[src/design/radix_number_literal_scanner_core_defines.svh]
// Assertion macros shared by the scanner RTL.
// Needs nothing; included by files that carry concurrent checks.
`ifndef RADIX_NUMBER_LITERAL_SCANNER_CORE_DEFINES_SVH
`define RADIX_NUMBER_LITERAL_SCANNER_CORE_DEFINES_SVH
`ifndef SYNTHESIS
`define RNLS_ASSERT_IMPLIES(label, clk, rst_n, ante, cons) \
    label: assert property (@(posedge clk) disable iff (!rst_n) (ante) |-> (cons)) \
        else $error("scanner check failed");
`define RNLS_ASSERT_NEXT(label, clk, rst_n, ante, cons) \
    label: assert property (@(posedge clk) disable iff (!rst_n) (ante) |=> (cons)) \
        else $error("scanner check failed");
`else
`define RNLS_ASSERT_IMPLIES(label, clk, rst_n, ante, cons)
`define RNLS_ASSERT_NEXT(label, clk, rst_n, ante, cons)
`endif
`endif

[src/design/rnls_pkg.sv]
// Package for the radix number literal scanner: widths, mode and radix codes,
// character constants. No dependencies.
`timescale 1ns / 1ps

package rnls_pkg;

    localparam int TEXT_W  = 8;
    localparam int VALUE_W = 64;
    localparam int RADIX_W = 2;

    typedef enum logic [2:0] {
        MODE_IDLE = 3'd0,
        MODE_ZERO = 3'd1,
        MODE_DEC  = 3'd2,
        MODE_BIN  = 3'd3,
        MODE_OCT  = 3'd4,
        MODE_HEX  = 3'd5
    } mode_t;

    typedef enum logic [RADIX_W-1:0] {
        RADIX_DEC = 2'd0,
        RADIX_BIN = 2'd1,
        RADIX_OCT = 2'd2,
        RADIX_HEX = 2'd3
    } radix_t;

    localparam logic [TEXT_W-1:0] CH_0     = 8'h30;
    localparam logic [TEXT_W-1:0] CH_1     = 8'h31;
    localparam logic [TEXT_W-1:0] CH_7     = 8'h37;
    localparam logic [TEXT_W-1:0] CH_9     = 8'h39;
    localparam logic [TEXT_W-1:0] CH_LO_A  = 8'h61;
    localparam logic [TEXT_W-1:0] CH_LO_F  = 8'h66;
    localparam logic [TEXT_W-1:0] CH_UP_A  = 8'h41;
    localparam logic [TEXT_W-1:0] CH_UP_F  = 8'h46;
    localparam logic [TEXT_W-1:0] CH_LO_B  = 8'h62;
    localparam logic [TEXT_W-1:0] CH_UP_B  = 8'h42;
    localparam logic [TEXT_W-1:0] CH_LO_O  = 8'h6F;
    localparam logic [TEXT_W-1:0] CH_UP_O  = 8'h4F;
    localparam logic [TEXT_W-1:0] CH_LO_X  = 8'h78;
    localparam logic [TEXT_W-1:0] CH_UP_X  = 8'h58;

    // letter digits: low nibble of 'a'/'A' is 1, so add 9
    localparam logic [3:0] HEX_LETTER_BIAS = 4'd9;

endpackage

[src/design/rnls_if.sv]
// Handshake channels of the scanner: text bytes in, literals out.
// Depends on rnls_pkg.
`timescale 1ns / 1ps

interface rnls_text_if;
    logic                           valid;
    logic                           ready;
    logic [rnls_pkg::TEXT_W-1:0]    text_byte;
    logic                           end_mark;

    modport source (output valid, output text_byte, output end_mark, input ready);
    modport sink   (input valid, input text_byte, input end_mark, output ready);
endinterface

interface rnls_lit_if;
    logic                           valid;
    logic                           ready;
    logic [rnls_pkg::VALUE_W-1:0]   literal_value;
    logic [rnls_pkg::RADIX_W-1:0]   literal_radix;

    modport source (output valid, output literal_value, output literal_radix, input ready);
    modport sink   (input valid, input literal_value, input literal_radix, output ready);
endinterface

[src/design/radix_number_literal_scanner_core.sv]
// Channel   | Dir | Payload                       | Beat
// text_in   | in  | text_byte[7:0], end_mark      | one source byte or end of text
// lit_out   | out | literal_value[63:0], radix[1:0] | one closed literal
//
// One byte per cycle while the result is not held; beats go via byte register to result register.
// Byte register feeds one step of scan logic (x10 add or shift) into the accumulator register.
// rst_n clears mode, accumulator and both valid flags at once.
// A held result stalls the byte register, mode and accumulator; a new beat is taken if the byte register is empty.
// Depends on rnls_pkg, rnls_if and the defines header.
`timescale 1ns / 1ps
`include "radix_number_literal_scanner_core_defines.svh"

module radix_number_literal_scanner_core (
    input  logic            clk,
    input  logic            rst_n,
    rnls_text_if.sink       text_in,
    rnls_lit_if.source      lit_out
);

    logic                              byte_valid_reg;
    logic [rnls_pkg::TEXT_W-1:0]       byte_reg;
    logic                              end_reg;

    rnls_pkg::mode_t                   mode_reg;
    rnls_pkg::mode_t                   mode_next;
    logic [rnls_pkg::VALUE_W-1:0]      acc_reg;
    logic [rnls_pkg::VALUE_W-1:0]      acc_next;

    logic                              out_valid_reg;
    logic [rnls_pkg::VALUE_W-1:0]      out_value_reg;
    rnls_pkg::radix_t                  out_radix_reg;

    logic                              out_free;
    logic                              advance;
    logic                              emit;
    logic [rnls_pkg::VALUE_W-1:0]      emit_value;
    rnls_pkg::radix_t                  emit_radix;

    logic                              is_dec;
    logic                              is_bin;
    logic                              is_oct;
    logic                              is_hex;
    logic                              is_digit;
    logic                              is_prefix;
    logic [3:0]                        hex_val;
    logic [rnls_pkg::VALUE_W-1:0]      acc_ext;
    rnls_pkg::mode_t                   start_mode;
    logic [rnls_pkg::VALUE_W-1:0]      start_acc;

    assign out_free     = !out_valid_reg || lit_out.ready;
    assign advance      = byte_valid_reg && out_free;
    assign text_in.ready = !byte_valid_reg || out_free;

    assign lit_out.valid         = out_valid_reg;
    assign lit_out.literal_value = out_value_reg;
    assign lit_out.literal_radix = out_radix_reg;

    // character classes
    always_comb
    begin
        is_dec    = byte_reg inside {[rnls_pkg::CH_0:rnls_pkg::CH_9]};
        is_bin    = byte_reg inside {rnls_pkg::CH_0, rnls_pkg::CH_1};
        is_oct    = byte_reg inside {[rnls_pkg::CH_0:rnls_pkg::CH_7]};
        is_hex    = is_dec
                    || (byte_reg inside {[rnls_pkg::CH_LO_A:rnls_pkg::CH_LO_F]})
                    || (byte_reg inside {[rnls_pkg::CH_UP_A:rnls_pkg::CH_UP_F]});
        is_prefix = byte_reg inside {rnls_pkg::CH_LO_B, rnls_pkg::CH_UP_B,
                                     rnls_pkg::CH_LO_O, rnls_pkg::CH_UP_O,
                                     rnls_pkg::CH_LO_X, rnls_pkg::CH_UP_X};
        hex_val   = is_dec ? byte_reg[3:0] : byte_reg[3:0] + rnls_pkg::HEX_LETTER_BIAS;
    end

    always_comb
    begin
        if (byte_reg == rnls_pkg::CH_0)
        begin
            start_mode = rnls_pkg::MODE_ZERO;
            start_acc  = '0;
        end
        else if (is_dec)
        begin
            start_mode = rnls_pkg::MODE_DEC;
            start_acc  = {{(rnls_pkg::VALUE_W-4){1'b0}}, byte_reg[3:0]};
        end
        else
        begin
            start_mode = rnls_pkg::MODE_IDLE;
            start_acc  = '0;
        end
    end

    // digit test and accumulate for the open literal
    always_comb
    begin
        case (mode_reg)
            rnls_pkg::MODE_DEC:
            begin
                is_digit = is_dec;
                acc_ext  = (acc_reg << 3) + (acc_reg << 1)
                           + {{(rnls_pkg::VALUE_W-4){1'b0}}, byte_reg[3:0]};
            end
            rnls_pkg::MODE_BIN:
            begin
                is_digit = is_bin;
                acc_ext  = {acc_reg[rnls_pkg::VALUE_W-2:0], byte_reg[0]};
            end
            rnls_pkg::MODE_OCT:
            begin
                is_digit = is_oct;
                acc_ext  = {acc_reg[rnls_pkg::VALUE_W-4:0], byte_reg[2:0]};
            end
            rnls_pkg::MODE_HEX:
            begin
                is_digit = is_hex;
                acc_ext  = {acc_reg[rnls_pkg::VALUE_W-5:0], hex_val};
            end
            default:
            begin
                is_digit = 1'b0;
                acc_ext  = acc_reg;
            end
        endcase
    end

    // next state
    always_comb
    begin
        mode_next = start_mode;
        acc_next  = start_acc;
        if (end_reg)
        begin
            mode_next = rnls_pkg::MODE_IDLE;
            acc_next  = '0;
        end
        else
        begin
            case (mode_reg)
                rnls_pkg::MODE_ZERO:
                begin
                    if (byte_reg inside {rnls_pkg::CH_LO_B, rnls_pkg::CH_UP_B})
                    begin
                        mode_next = rnls_pkg::MODE_BIN;
                        acc_next  = '0;
                    end
                    else if (byte_reg inside {rnls_pkg::CH_LO_O, rnls_pkg::CH_UP_O})
                    begin
                        mode_next = rnls_pkg::MODE_OCT;
                        acc_next  = '0;
                    end
                    else if (byte_reg inside {rnls_pkg::CH_LO_X, rnls_pkg::CH_UP_X})
                    begin
                        mode_next = rnls_pkg::MODE_HEX;
                        acc_next  = '0;
                    end
                end
                rnls_pkg::MODE_DEC, rnls_pkg::MODE_BIN,
                rnls_pkg::MODE_OCT, rnls_pkg::MODE_HEX:
                begin
                    if (is_digit)
                    begin
                        mode_next = mode_reg;
                        acc_next  = acc_ext;
                    end
                end
                default:
                begin
                    mode_next = start_mode;
                    acc_next  = start_acc;
                end
            endcase
        end
    end

    // result of this beat
    always_comb
    begin
        case (mode_reg)
            rnls_pkg::MODE_BIN: emit_radix = rnls_pkg::RADIX_BIN;
            rnls_pkg::MODE_OCT: emit_radix = rnls_pkg::RADIX_OCT;
            rnls_pkg::MODE_HEX: emit_radix = rnls_pkg::RADIX_HEX;
            default:            emit_radix = rnls_pkg::RADIX_DEC;
        endcase
        emit_value = (mode_reg == rnls_pkg::MODE_ZERO) ? '0 : acc_reg;
        case (mode_reg)
            rnls_pkg::MODE_ZERO:
                emit = end_reg || !is_prefix;
            rnls_pkg::MODE_DEC, rnls_pkg::MODE_BIN,
            rnls_pkg::MODE_OCT, rnls_pkg::MODE_HEX:
                emit = end_reg || !is_digit;
            default:
                emit = 1'b0;
        endcase
    end

    always_ff @(posedge clk or negedge rst_n)
    begin
        if (!rst_n)
        begin
            byte_valid_reg <= 1'b0;
            mode_reg       <= rnls_pkg::MODE_IDLE;
            acc_reg        <= '0;
            out_valid_reg  <= 1'b0;
        end
        else
        begin
            if (text_in.ready)
            begin
                byte_valid_reg <= text_in.valid;
            end
            if (advance)
            begin
                mode_reg <= mode_next;
                acc_reg  <= acc_next;
            end
            if (advance && emit)
            begin
                out_valid_reg <= 1'b1;
            end
            else if (lit_out.ready)
            begin
                out_valid_reg <= 1'b0;
            end
        end
    end

    always_ff @(posedge clk)
    begin
        if (text_in.valid && text_in.ready)
        begin
            byte_reg <= text_in.text_byte;
            end_reg  <= text_in.end_mark;
        end
        if (advance && emit)
        begin
            out_value_reg <= emit_value;
            out_radix_reg <= emit_radix;
        end
    end

    `RNLS_ASSERT_IMPLIES(a_zero_acc_clear, clk, rst_n, mode_reg == rnls_pkg::MODE_ZERO, acc_reg == '0)
    `RNLS_ASSERT_IMPLIES(a_idle_acc_clear, clk, rst_n, mode_reg == rnls_pkg::MODE_IDLE, acc_reg == '0)
    `RNLS_ASSERT_NEXT(a_emit_lands, clk, rst_n, advance && emit, out_valid_reg)
    `RNLS_ASSERT_NEXT(a_byte_kept, clk, rst_n, byte_valid_reg && !out_free, byte_valid_reg && $stable(byte_reg))

endmodule

[src/flat_wrapper.sv]
// flat-port wrapper written by rule: the top's interface ports become plain ports
module radix_number_literal_scanner_core_flat 
  (clk, rst_n, text_in_valid, text_in_text_byte, text_in_end_mark, text_in_ready, lit_out_valid, lit_out_literal_value, lit_out_literal_radix, lit_out_ready);
  rnls_text_if text_in_i ();
  rnls_lit_if lit_out_i ();
  input  logic clk;
  input  logic rst_n;
  input wire logic [$bits(text_in_i.valid)-1:0] text_in_valid;
  input wire logic [$bits(text_in_i.text_byte)-1:0] text_in_text_byte;
  input wire logic [$bits(text_in_i.end_mark)-1:0] text_in_end_mark;
  output wire logic [$bits(text_in_i.ready)-1:0] text_in_ready;
  output wire logic [$bits(lit_out_i.valid)-1:0] lit_out_valid;
  output wire logic [$bits(lit_out_i.literal_value)-1:0] lit_out_literal_value;
  output wire logic [$bits(lit_out_i.literal_radix)-1:0] lit_out_literal_radix;
  input wire logic [$bits(lit_out_i.ready)-1:0] lit_out_ready;
  assign text_in_i.valid = text_in_valid;
  assign text_in_i.text_byte = text_in_text_byte;
  assign text_in_i.end_mark = text_in_end_mark;
  assign text_in_ready = text_in_i.ready;
  assign lit_out_valid = lit_out_i.valid;
  assign lit_out_literal_value = lit_out_i.literal_value;
  assign lit_out_literal_radix = lit_out_i.literal_radix;
  assign lit_out_i.ready = lit_out_ready;
  radix_number_literal_scanner_core u_core (.clk(clk), .rst_n(rst_n), .text_in(text_in_i), .lit_out(lit_out_i));
endmodule
[config.mk]
export PLATFORM = sky130hd
export DESIGN_NAME = radix_number_literal_scanner_core_flat
export DESIGN_NICKNAME = d
export VERILOG_FILES = /design/src/design/rnls_pkg.sv /design/src/design/rnls_if.sv /design/src/design/radix_number_literal_scanner_core.sv /design/src/flat_wrapper.sv
export VERILOG_INCLUDE_DIRS = /design/src /design/src/design
export SDC_FILE = /design/constraint.sdc
export NUM_CORES = 1
export LEC_CHECK = 0
export BUFFER_PORTS_ARGS = -buffer_cell sky130_fd_sc_hd__buf_4
export CAP_MARGIN = 20
export CORE_MARGIN = 2
export CORE_UTILIZATION = 65
export DETAILED_ROUTE_END_ITERATION = 7
export PLACE_DENSITY = 0.86
export SYNTH_ARGS = -nofsm -noshare
export SYNTH_HDL_FRONTEND = slang
export SYNTH_SLANG_ARGS = --single-unit
export TNS_END_PERCENT = 5
[constraint.sdc]
create_clock -name clk -period 10.4 [get_ports clk]
set_input_delay 2.6 -clock clk [delete_from_list [all_inputs] [get_ports clk]]
set_output_delay 2.6 -clock clk [all_outputs]
set_load 0.01 [all_outputs]
==> metrics.txt, run 1 <==
status=finished clean; pre-CTS WS=4.74 ns; Initial Util=66.1%; vias per inst=6.94; flop-to-flop setup slack=5.88 ns; Netlist cell types=79; reg2reg end=u_core.lit_out.literal_value[35]$_SDFFCE_PN0P_; 1st-iter DRT viols=1,367; startpoint types=primary input; Mapped Avg Cell Area=9.14 um2; Die Outline Area=0.0194 mm2; Synth Net Count=approximately 1,400; die height=139 um; Worst Slack Setup Final=4.73 ns; Worst Tran Pin Value=1.07 ns; hold slack=0.571 ns; H-tree level count=4; post-cts gate resize count=0; gpl congestion=1.00; Post-synth EDFFs=75; worst vdd ir=0.000162 V; Slowest-stage cell, CP=nand3b_1; Synth Flop Type=edfxtp_1; Clock Tree Root=clkbuf_16; # nets final=1,477; Reg area=0.00398 mm2; total grt overflow=0; core area=0.0180 mm2; Finish-stage setup viols=0; mapped cell area=~0.012 mm2; row cnt=49; Fillers=1,331; asr flop ratio synth=between 40% and 50%; post-CTS setup buffer count=0; Seq/Total Area, Yosys=33.5%; Min Clock Period, post-route=~5.7 ns; crit-path most repeated cell=buf_4; Hold Crit Class=flip-flop to flip-flop; worst hold stages=2; chip width=around 140 um; crit-path max FO=3; Synth Instances=1,299; Ys Warns=0; vias in the first global route=10,300; Max Buffers Root-to-Sink=2; most frequent cells in the layout=129 x ha_1, 124 x a21oi_1, 99 x nand2_1; period utilisation layout=54.5%; clock skew=0.0115 ns; RSZ-0062 raised after global routing=false; via count=roughly 11,000; FMAX=176 MHz; leakage power=roughly 5.9 nW; first-pass GRT wire length=53.4 mm; Max-cap violations=0; clk sinks=approximately 140; CP required=7.80 ns; Max Slew Vio Count=0; initial antenna violation count=0; GR Util All Layers=between 30% and 40%; final wirelength=33.0 mm; Port Buffers=80; total power=0.00119 W; Hold Path End=u_core.acc_reg[63]$_DFFE_PN0P_; DP HPWL=22.6 mm; multi-input logic area=between 0.007 and 0.008 mm2; ANT nets after route=0; Worst EP arrival=3.07 ns; CTS tree=built; share of cells above drive strength 1=roughly an eighth; setup_tns=0 ns; clock transition at the registers of the reported paths=0.06 ns; Final Hold Viols=0; R2R depth=8; final core area utilization=between 70% and 80%; Setup CP Type=primary input to output port; min-delay src=u_core.acc_reg[63]$_DFFE_PN0P_; crit-path max cell delay=0.18 ns; largest net degree at the start of global routing=72; Area Overhead vs Synth=10.2%; I/O pin cnt=81; DR pass1 iterations=6; CTS buffer count=17; diodes inserted=0; Clock Latency Late Sink=0.44 ns; DRC=0; Yosys reg bits=144; crit path cell chain=buf_4 -> nand3b_1 -> buf_4; CTS Hold Bufs=0; reg-to-reg critical path startpoint=u_core.mode_reg[0]$_DFFE_PN0P_; drt wl/cell=20.9 um; commonest non-fill, non-tap cell in the layout=ha_1; Worst Setup End Kind=output port; Power Density=90.8 mW/mm2; Slew HR=28.6%
==> cells in the mapped netlist, types with 17 or more instances <==
cell,instances,area (um2)
nor2b_1,68,425
nand2_1,100,375
nor2_1,71,267
a22o_1,24,210
edfxtp_1,75,2250
xnor2_1,22,193
ha_1,129,1610
inv_1,37,139
a221oi_1,30,263
mux2_2,29,327
clkbuf_1,64,240
o21ai_0,97,485
xor2_1,30,263
nor3_1,17,85.1
a21oi_1,124,621
dfrtp_1,69,1730
a22oi_1,17,128
nand4_1,19,119
nand3_1,27,135
a21o_1,26,195
mux2i_1,35,350
==> report_power, final <==
group | internal (W) | switching (W) | total, W
registers | 0.000601 | 0.00000479 | 0.000606
clock network | 0.000302 | 0.000245 | 0.000547
logic | 0.0000112 | 0.0000247 | 0.0000359
==> critical path: cells and delay by family <==
kind | cells | cell delay (ns)
buf+inv | 2 | 0.28
simple gates | 1 | 0.18
==> final cells by class <==
cell class	instances	share of cell area, %
multi-input cells	1041	57.2
flip-flops and latches	144	30.4
repair buffers	91	5.22
clock buffers	20	3.33
well taps	229	2.19
inverters	38	1.09
clock inverters	12	0.545
==> kinds of logic (layout without fill, tap and decap cells) <==
group / Yosys count / after routing / synth area share [%]
flip-flops: 144 / 144 / 33.5
buffers and inverters: 114 / 161 / 3.68
adder cells (fa/ha/maj): 132 / 132 / 14.0
AND/OR/NAND/NOR: 350 / 350 / 14.7
XOR/XNOR: 52 / 52 / 3.83
multiplexers: 64 / 64 / 5.70
AO/OA/AOI/OAI: 443 / 443 / 24.5
==> how the worst max path moves through the flow <==
| stage | start | endpoint | slack, ns |
|---|---|---|---|
| 2_1_floorplan | lit_out_ready | u_core.lit_out.literal_radix[0]$_DFFE_PP_ | 3.89 |
| 3_3_place_gp | lit_out_ready | text_in_ready | 4.77 |
| 3_5_place_dp | lit_out_ready | text_in_ready | 4.74 |
| 4_1_cts | lit_out_ready | text_in_ready | 4.74 |
| 5_1_grt | lit_out_ready | text_in_ready | 4.72 |
| 6_report | lit_out_ready | text_in_ready | 4.73 |
==> metal layers <==
layer  track usage, %  wire (um)  share of wire [%]  vias to the layer above
li1                 -          -                  -                     4968
met1             47.8      14000                 42                     5254
met2             53.0      15000                 46                      615
met3             5.90       3070                9.3                       92
met4             12.3        942                2.9                        0
met5                0          0                  0                        -
==> through the flow <==
step	std cells	instance area (um2)
2_1_floorplan	1299	11900
3_3_place_gp	1543	12600
3_5_place_dp	1543	12600
4_1_cts	1575	13100
5_1_grt	1575	13100
6_report	1575	13100
No activity file was read; power rests on OpenSTA's default activity.
==> run 2: changes to the inputs <==
--- a/config.mk
+++ b/config.mk
@@ -9,9 +9,9 @@
 export BUFFER_PORTS_ARGS = -buffer_cell sky130_fd_sc_hd__buf_4
 export CAP_MARGIN = 20
 export CORE_MARGIN = 2
-export CORE_UTILIZATION = 65
+export CORE_UTILIZATION = 62
 export DETAILED_ROUTE_END_ITERATION = 7
-export PLACE_DENSITY = 0.86
+export PLACE_DENSITY = 0.82
 export SYNTH_ARGS = -nofsm -noshare
 export SYNTH_HDL_FRONTEND = slang
 export SYNTH_SLANG_ARGS = --single-unit
==> constraint.sdc (replaced) <==
create_clock -name clk -period 5.9 [get_ports clk]
set_input_delay 1.475 -clock clk [delete_from_list [all_inputs] [get_ports clk]]
set_output_delay 1.475 -clock clk [all_outputs]
set_load 0.01 [all_outputs]
==> run 2 against run 1 <==
  * Register-to-register slack got worse by 4.1 ns
  * Count of clock-buffer cells in the layout did not move
  * Clock skew fell by 0.0022 ns
  * Power rose by 90%
  * Die area rose by 4.7%
  * Worst hold slack got worse by 0.026 ns
  * Sequential share of layout area fell by 0.22 points
  * Global-route usage fell by 1.4 points
  * Routed wire length fell by 0.20%
  * Critical endpoint is now u_core.acc_reg[56]$_DFFE_PN0P_
  * Largest cell class unchanged
  * Highest routed layer unchanged
==> metrics.txt, run 2 (synthesis results as in run 1) <==
reg-to-reg critical path startpoint=u_core.byte_reg[3]$_DFFE_PP_ (was u_core.mode_reg[0]$_DFFE_PN0P_); Port Buffers=80 (unchanged); CTS tree=built (unchanged); Reg area=0.00398 mm2 (about the same); I/O pin cnt=81 (unchanged); commonest non-fill, non-tap cell in the layout=ha_1 (unchanged); ANT nets after route=0 (unchanged); # nets final=1,476 (was 1,477); Area Overhead vs Synth=11.1% (was 10.2%); GR Util All Layers=32.6% (was 33.9%); Worst EP arrival=4.51 ns (was 3.07 ns); DR pass1 iterations=5 (was 6); flop-to-flop setup slack=1.75 ns (was 5.88 ns); Max-cap violations=0 (unchanged); Max Slew Vio Count=0 (unchanged); Die Outline Area=0.0203 mm2 (was 0.0194 mm2); post-CTS setup buffer count=0 (unchanged); first-pass GRT wire length=53.2 mm (was 53.4 mm); Max Buffers Root-to-Sink=2 (unchanged); chip width=142 um (was 139 um); Finish-stage setup viols=0 (unchanged); initial antenna violation count=0 (unchanged); RSZ-0062 raised after global routing=false (unchanged); min-delay src=u_core.acc_reg[63]$_DFFE_PN0P_ (unchanged); Worst Tran Pin Value=1.00 ns (was 1.07 ns); 1st-iter DRT viols=1,366 (was 1,367); Min Clock Period, post-route=approximately 4.2 ns; Clock Latency Late Sink=0.43 ns (was 0.44 ns); vias per inst=6.96 (was 6.94); diodes inserted=0 (unchanged); crit-path max FO=8 (was 3); total grt overflow=0 (unchanged); Slew HR=33.1% (was 28.6%); Setup CP Type=flip-flop to flip-flop (was primary input to output port); CTS buffer count=17 (unchanged); multi-input logic area=0.00750 mm2 (unchanged); reg2reg end=u_core.acc_reg[56]$_DFFE_PN0P_ (was u_core.lit_out.literal_value[35]$_SDFFCE_PN0P_); most frequent cells in the layout=129 x ha_1, 124 x a21oi_1, 99 x nand2_1 (unchanged); via count=11,000 (was 10,900); Final Cell Area=0.0132 mm2 (was 0.0131 mm2); setup_tns=0 ns (unchanged); leakage power=5.91 nW (was 5.90 nW); R2R depth=13 (was 8); final wirelength=32.9 mm (was 33.0 mm); CP required=6.26 ns (was 7.80 ns); period utilisation layout=70.3%; Worst Setup End Kind=flip-flop (was output port); dpl cell area=0.0126 mm2 (about the same); Final Hold Viols=0 (unchanged); drt wl/cell=20.8 um (was 20.9 um); CTS Hold Bufs=0 (unchanged); clock transition at the registers of the reported paths=0.06 ns (about the same); Initial Util=63.3% (was 66.1%); core area=0.0188 mm2 (was 0.0180 mm2); Clock Tree Root=clkbuf_16 (unchanged); Power Density=171 mW/mm2 (was 90.8 mW/mm2); FMAX=241 MHz; die height=142 um (was 139 um); startpoint types=flip-flop (was primary input); worst vdd ir=0.000173 V (was 0.000162 V); Hold Crit Class=flip-flop to flip-flop (unchanged); Hold Path End=u_core.acc_reg[63]$_DFFE_PN0P_ (unchanged); DP HPWL=22.2 mm (was 22.6 mm); largest net degree at the start of global routing=70 (was 72); share of cells above drive strength 1=13.0% (was 13.2%); final core area utilization=70.3% (was 72.9%); Fillers=1,419 (was 1,331); vias in the first global route=10,400 (was 10,300); row cnt=50 (was 49); post-cts gate resize count=0 (unchanged); H-tree level count=4 (unchanged); clk sinks=144 (unchanged); gpl congestion=0.968 (was 1.00); clock skew=0.00932 ns (was 0.0115 ns); status=finished clean (unchanged); DRC=0 (unchanged); worst hold stages=2 (unchanged)
## run 2: cell types whose count changed in the layout (fill, tap and decap cells not counted), sizes merged
cell      delta
clkinv       -6
clkinvlp     +3
bufinv       +3
buf          -1
## run 2: layout make-up
cell class                      count  share of cell area [%]
Inverter                           38                    1.08
Multi-Input combinational cell   1041                    56.8
Clock buffer                       20                    3.31
Timing Repair Buffer               90                    5.21
Tap cell                          234                    2.22
Clock inverter                     12                    1.21
Sequential cell                   144                    30.2
## run 2: worst max path at each step
stage / startpoint / end
final: u_core.byte_reg[3]$_DFFE_PP_ / u_core.acc_reg[56]$_DFFE_PN0P_
after global routing: u_core.byte_reg[3]$_DFFE_PP_ / u_core.acc_reg[56]$_DFFE_PN0P_
after CTS: u_core.byte_reg[3]$_DFFE_PP_ / u_core.acc_reg[56]$_DFFE_PN0P_
after detailed placement: u_core.byte_reg[3]$_DFFE_PP_ / u_core.acc_reg[56]$_DFFE_PN0P_
after global placement: u_core.byte_reg[3]$_DFFE_PP_ / u_core.acc_reg[56]$_DFFE_PN0P_
after floorplan: lit_out_ready / u_core.lit_out.literal_radix[0]$_DFFE_PP_
## run 2: per-stage QoR
| stage | std cells | hold slack (ns) | power [W] | setup slack, ns |
|---|---|---|---|---|
| 2_1_floorplan | 1299 | 0.485 | 0.00112 | 0.511 |
| 3_3_place_gp | 1547 | 0.533 | 0.00115 | 1.98 |
| 3_5_place_dp | 1547 | 0.526 | 0.00115 | 1.92 |
| 4_1_cts | 1579 | 0.541 | 0.00226 | 1.83 |
| 5_1_grt | 1579 | 0.562 | 0.00230 | 1.33 |
| 6_report | 1579 | 0.545 | 0.00225 | 1.75 |
## run 2: power breakdown
group | switching [W] | internal, W
registers | 0.00000812 | 0.00106
logic | 0.0000436 | 0.0000199
clock network | 0.000453 | 0.000669
## run 2: worst max-delay path, stage by stage, from the launching register on
cell and delay [ns]:
edfxtp_1 0.49, inv_1 0.19, fa_1 0.52, inv_1 0.07, fa_1 0.48, a211oi_1 0.40
nor3_1 0.14, o21ai_0 0.24, a31oi_1 0.17, o31ai_1 0.49, a21oi_1 0.17, nor2_1 0.21
mux2_2 0.36, o21ai_1 0.14
## run 2: per-layer routing
metal  track usage, %  up-vias  share of wire [%]  routed length, um
li1                 -     4969                  -                  -
met1             46.4     5169                 42              13900
met2             50.1      739                 44              14600
met3             4.98      107                 10               3300
met4             12.5        0                3.3               1100
met5                0        -                  0                  0
